## config.mk

```make
export PLATFORM = sky130hd
export DESIGN_NAME = ffst_mac
export DESIGN_NICKNAME = d
export VERILOG_FILES = /design/src/rtl/ffst_pkg.sv /design/src/rtl/ffst_mac.sv
export SDC_FILE = /design/constraint.sdc
export NUM_CORES = 2
export LEC_CHECK = 0
export BUFFER_PORTS_ARGS = -buffer_cell sky130_fd_sc_hd__buf_2
export CAP_MARGIN = 10
export CORE_UTILIZATION = 55
export DETAILED_ROUTE_END_ITERATION = 12
export PLACE_DENSITY_LB_ADDON = 0.08
export SETUP_SLACK_MARGIN = 0.5
export SYNTH_ARGS = -nofsm -noshare
export SYNTH_HDL_FRONTEND = slang
export SYNTH_SLANG_ARGS = --single-unit
export TNS_END_PERCENT = 5
```

## constraint.sdc

```tcl
create_clock -name clk -period 2.95 [get_ports clk]
set_input_delay 0.295 -clock clk [delete_from_list [all_inputs] [get_ports clk]]
set_output_delay 0.295 -clock clk [all_outputs]
set_load 0.05 [all_outputs]
```

## src/rtl/ffst_pkg.sv

```systemverilog
// Shared constants, types and codes for the scaled-tap FIR filter.
`timescale 1ns / 1ps

package ffst_pkg;

    // Storage sizes
    localparam int MAX_TAPS = 64;
    localparam int ADDR_W   = $clog2(MAX_TAPS);
    localparam int LEN_W    = 7;
    localparam int CNT_W    = $clog2(MAX_TAPS + 1);

    // Datapath
    localparam int DATA_W   = 32;
    localparam int PROD_W   = 2 * DATA_W;
    localparam int Q_SHIFT  = 16;
    localparam int SCALE_W  = 17;
    localparam int SPROD_W  = SCALE_W + LEN_W;
    localparam int SCNT_W   = SPROD_W - Q_SHIFT;

    localparam logic [DATA_W-1:0] UNITY_GAIN = DATA_W'(65536);

    // Configuration port
    localparam int CFG_IDX_W  = 1;
    localparam int CFG_DATA_W = SCALE_W;
    localparam logic [CFG_IDX_W-1:0] CFG_FILTER_LENGTH = 1'b0;
    localparam logic [CFG_IDX_W-1:0] CFG_SPEED_SCALE   = 1'b1;

    localparam logic [LEN_W-1:0]   RST_FILTER_LENGTH = LEN_W'(64);
    localparam logic [SCALE_W-1:0] RST_SPEED_SCALE   = SCALE_W'(65536);

    // Item actions
    localparam logic ACT_FILTER = 1'b0;
    localparam logic ACT_COEF   = 1'b1;

    // Sequencer states
    typedef enum logic [3:0] {
        ST_IDLE  = 4'b0001,
        ST_WRITE = 4'b0010,
        ST_RUN   = 4'b0100,
        ST_DRAIN = 4'b1000
    } state_t;

    // Control into the multiply-accumulate unit
    typedef struct packed {
        logic clear;
        logic in_vld;
    } mac_ctrl_t;

    // Status out of the multiply-accumulate unit
    typedef struct packed {
        logic prod_vld;
    } mac_stat_t;

endpackage

```

## src/rtl/ffst_mac.sv

```systemverilog
// Shared multiply-accumulate unit: registered product, Q16 shift, 32-bit wrapping sum.
`timescale 1ns / 1ps

module ffst_mac (
    input  logic                                 clk,
    input  logic                                 rst_n,
    input  ffst_pkg::mac_ctrl_t                  ctrl,
    input  logic signed [ffst_pkg::DATA_W-1:0]   sample,
    input  logic signed [ffst_pkg::DATA_W-1:0]   coef,
    output ffst_pkg::mac_stat_t                  stat,
    output logic        [ffst_pkg::DATA_W-1:0]   acc
);

    logic signed [ffst_pkg::PROD_W-1:0] prod_reg;
    logic                               prod_vld_reg;
    logic        [ffst_pkg::DATA_W-1:0] acc_reg;
    logic        [ffst_pkg::DATA_W-1:0] acc_next;

    // Product stage
    always_ff @(posedge clk)
    begin
        prod_reg <= sample * coef;
    end

    always_ff @(posedge clk or negedge rst_n)
    begin
        if (!rst_n)
        begin
            prod_vld_reg <= 1'b0;
        end
        else
        begin
            prod_vld_reg <= ctrl.in_vld;
        end
    end

    // Arithmetic shift by Q_SHIFT keeps bits [Q_SHIFT+31:Q_SHIFT]; sum wraps
    always_comb
    begin
        acc_next = acc_reg;
        if (ctrl.clear)
        begin
            acc_next = '0;
        end
        else if (prod_vld_reg)
        begin
            acc_next = acc_reg
                + prod_reg[ffst_pkg::Q_SHIFT +: ffst_pkg::DATA_W];
        end
    end

    always_ff @(posedge clk or negedge rst_n)
    begin
        if (!rst_n)
        begin
            acc_reg <= '0;
        end
        else
        begin
            acc_reg <= acc_next;
        end
    end

    assign stat.prod_vld = prod_vld_reg;
    assign acc           = acc_reg;

endmodule

```

==> impl_metrics.json <==
{
  "drt_iter0_markers": 1312,
  "cts_root_buf": "clkbuf_16",
  "cp-start-kind": "primary input",
  "drive_gt1_share_pct": 18.5,
  "netlist-cell-type-count": 70,
  "drt-met1-wl_um": 34200,
  "h-tree-depth": 3,
  "syn_avg_cell_area_um2": 9.36,
  "dieArea_um2": 58700,
  "dp.final_hpwl_um": 79400,
  "synthCells": 3390,
  "period_share_pct": 226,
  "drt-wirelength-per-cell_um": 20.5,
  "critPathRequiredTime_ns": 3.22,
  "critPathMaxStageDelay_ns": 0.64,
  "antenna_found_initial": 4,
  "timing.rr.start": "acc[13]",
  "numCtsBuffers": 9,
  "setup_viol": 32,
  "rsz0062_at_grt": "true",
  "areaGrowthSynthToFinish_pct": 18.0,
  "synth_edf_count": 0,
  "die_w_um": 242,
  "relSlewSlack_pct": 46.6,
  "start_util_pct": 56.0,
  "multi_input_area_um2": 27600,
  "synth_warnings": 0,
  "clock_path_buffers": 2,
  "grt_util_all_layers_pct": 32.8,
  "tightest_slew_ns": 0.798,
  "worst_slack_ns": -3.71,
  "ant_nets": 0,
  "min_period_ns": 6.66,
  "status": "complete, but fails checks",
  "holdWs_ns": 0.0241,
  "route.detailed.drc": 0,
  "wl_met3_um": 3800,
  "nFillCells": 4695,
  "dieHeight_um": 242,
  "cp_max_fo": 13,
  "routed_wl_um": 91600,
  "clkLatencyLatePin_ns": 0.35,
  "hold_class": "primary input to async pin",
  "yosys_most_used_dff": "dfrtp_1",
  "end_kind": "register",
  "area.sequential_um2": 1470,
  "crit_type": "primary input to register",
  "cts_sinks": 65,
  "routed.top_layer": "met5",
  "drtPass1Iterations": 8,
  "ys_seq_elements": 65,
  "synth_area_um2": 31700,
  "grt_pass1_vias": 26800,
  "violations": "negative setup slack",
  "io_buffer_count": 100,
  "grt_pass1_wl_um": 147000,
  "final_max_slew_viol_count": 0,
  "num_vias": 23800,
  "wl_met2_um": 47400,
  "gp_congestion": 0.900,
  "routed_via_density": 5.32,
  "worst-r2r-cell-count": 10,
  "fp.coreArea_um2": 56700,
  "max_freq_mhz": 150,
  "overflow": 0,
  "drv_cap": 0,
  "final_nets": 4814,
  "rr_endpoint": "acc[30]",
  "syn_nets": 4491,
  "clock_skew_ns": 0.00998,
  "slowest_stage": "fa_2",
  "cts_tree": "yes",
  "rows": 87,
  "path_clk_slew_ns": 0.06,
  "hold_viol": 0,
  "ios": 101,
  "crit_path_frequent_cell": "fa_1",
  "cp_data_arrival_time_ns": 6.93,
  "layout_commonest_cell": "fa_1",
  "ff2ff_setup_slack_ns": 0.05,
  "mostFrequentLayoutCells": "792 x fa_1, 767 x inv_1, 481 x nand2_1",
  "grt_max_degree": 34,
  "synth-async-reset-ratio_pct": 50.8,
  "seq_area_frac_synth_pct": 4.62
}
==> layout make-up <==
| type | count | area share (%) |
|---|---|---|
| Inverter | 779 | 7.83 |
| Tap cell | 756 | 2.53 |
| Clock buffer | 10 | 0.638 |
| Clock inverter | 6 | 0.114 |
| Timing Repair Buffer | 486 | 11.3 |
| Multi-Input combinational cell | 2372 | 73.6 |
| Antenna cell | 1 | 0.00668 |
| Sequential cell | 65 | 3.92 |
==> worst max-delay path by stage <==
stage / start / to / slack, ns / depth (start not counted)
floorplan: coef[20] / prod_reg[40] / -3.65 / 25
global placement: sample[5] / prod_reg[41] / -4.71 / 27
detailed placement: sample[5] / prod_reg[41] / -4.67 / 27
CTS: coef[2] / prod_reg[45] / -3.73 / 24
global route: sample[13] / prod_reg[46] / -3.93 / 25
finish: coef[2] / prod_reg[46] / -3.71 / 27
==> worst max-delay path, delay by kind of cell <==
family,cells,cell delay [ns]
AO/OA/AOI/OAI,2,0.40
XOR/XNOR,1,0.13
adder cells (fa/ha/maj),9,4.60
buffers and inverters,9,0.83
AND/OR/NAND/NOR,6,0.65
==> metal layers <==
layer  vias up  GRT usage, %
met3       234          2.43
met5         -             0
met2       709          57.5
met4         2          18.9
li1      10500             -
met1     12400          40.1
==> metrics by stage <==
step / setup WS (ns) / util (%) / cells / cell area [um2] / setup TNS (ns)
2_1_floorplan: -3.65 / - / 3390 / 32200 / -103.96
3_3_place_gp: -4.71 / 63.0 / 4430 / 35700 / -135.53
3_5_place_dp: -4.67 / 63.0 / 4430 / 35700 / -135.95
4_1_cts: -3.73 / 65.2 / 4469 / 37000 / -107.90
5_1_grt: -3.93 / 66.0 / 4475 / 37400 / -114.47
6_report: -3.71 / 66.0 / 4475 / 37400 / -108.01
==> synthesized netlist by cell type (all sizes together) (2+ instances only) <==
cell | number | area, um2
xor2 | 18 | 158
nor4 | 3 | 18.8
clkbuf | 173 | 649
a32o | 2 | 20.0
inv | 779 | 2920
o2bb2ai | 2 | 17.5
a211oi | 10 | 80.1
a221oi | 2 | 17.5
a41oi | 3 | 26.3
a21boi | 3 | 22.5
o21ai | 20 | 100
o311ai | 2 | 25.0
nand3 | 13 | 65.1
and3 | 2 | 12.5
nor3 | 11 | 55.1
a311oi | 4 | 35.0
nand4 | 6 | 37.5
a21o | 18 | 136
a31o | 2 | 17.5
a31oi | 7 | 73.8
dfxtp | 32 | 641
and2 | 430 | 2690
o21bai | 4 | 30.0
a22o | 4 | 35.0
nor2 | 53 | 199
o21a | 10 | 75.1
nand2b | 13 | 81.3
or2 | 3 | 18.8
o2111ai | 2 | 17.5
nand4b | 4 | 35.0
a21oi | 47 | 235
mux2i | 17 | 170
fa | 839 | 16800
ha | 194 | 2430
a2111oi | 2 | 23.8
dfrtp | 33 | 826
xnor2 | 73 | 639
nand3b | 3 | 22.5
o211ai | 8 | 78.8
nor2b | 20 | 125
and4 | 4 | 35.0
o31ai | 2 | 15.0
nand2 | 491 | 1840
or3 | 5 | 31.3
==> what timing repair did <==
action | in CTS | in global routing
gates cloned | 2 | 0
pin swaps | 119 | 84
buffers inserted | 21 | 5
hold buffers | 0 | 0
resized for setup | 205 | 89
setup endpoints to repair | 51 | 52
==> cells by family (layout without fill, tap and decap cells) <==
kind of cell             count (synthesis)  in the layout  share of synthesized area [%]
AO/OA/AOI/OAI                          166            166                           3.76
XOR/XNOR                                91             91                           2.51
adder cells (fa/ha/maj)               1033           1033                           60.6
buffers and inverters                  953           1281                           11.3
flip-flops                              65             65                           4.62
multiplexers                            17             17                          0.536
other                                    0              1                              0
AND/OR/NAND/NOR                       1065           1065                           16.7
Power is left out: the tool's default activity adds up to more than one toggle a clock period on the data nets, which glitch-free logic cannot reach.
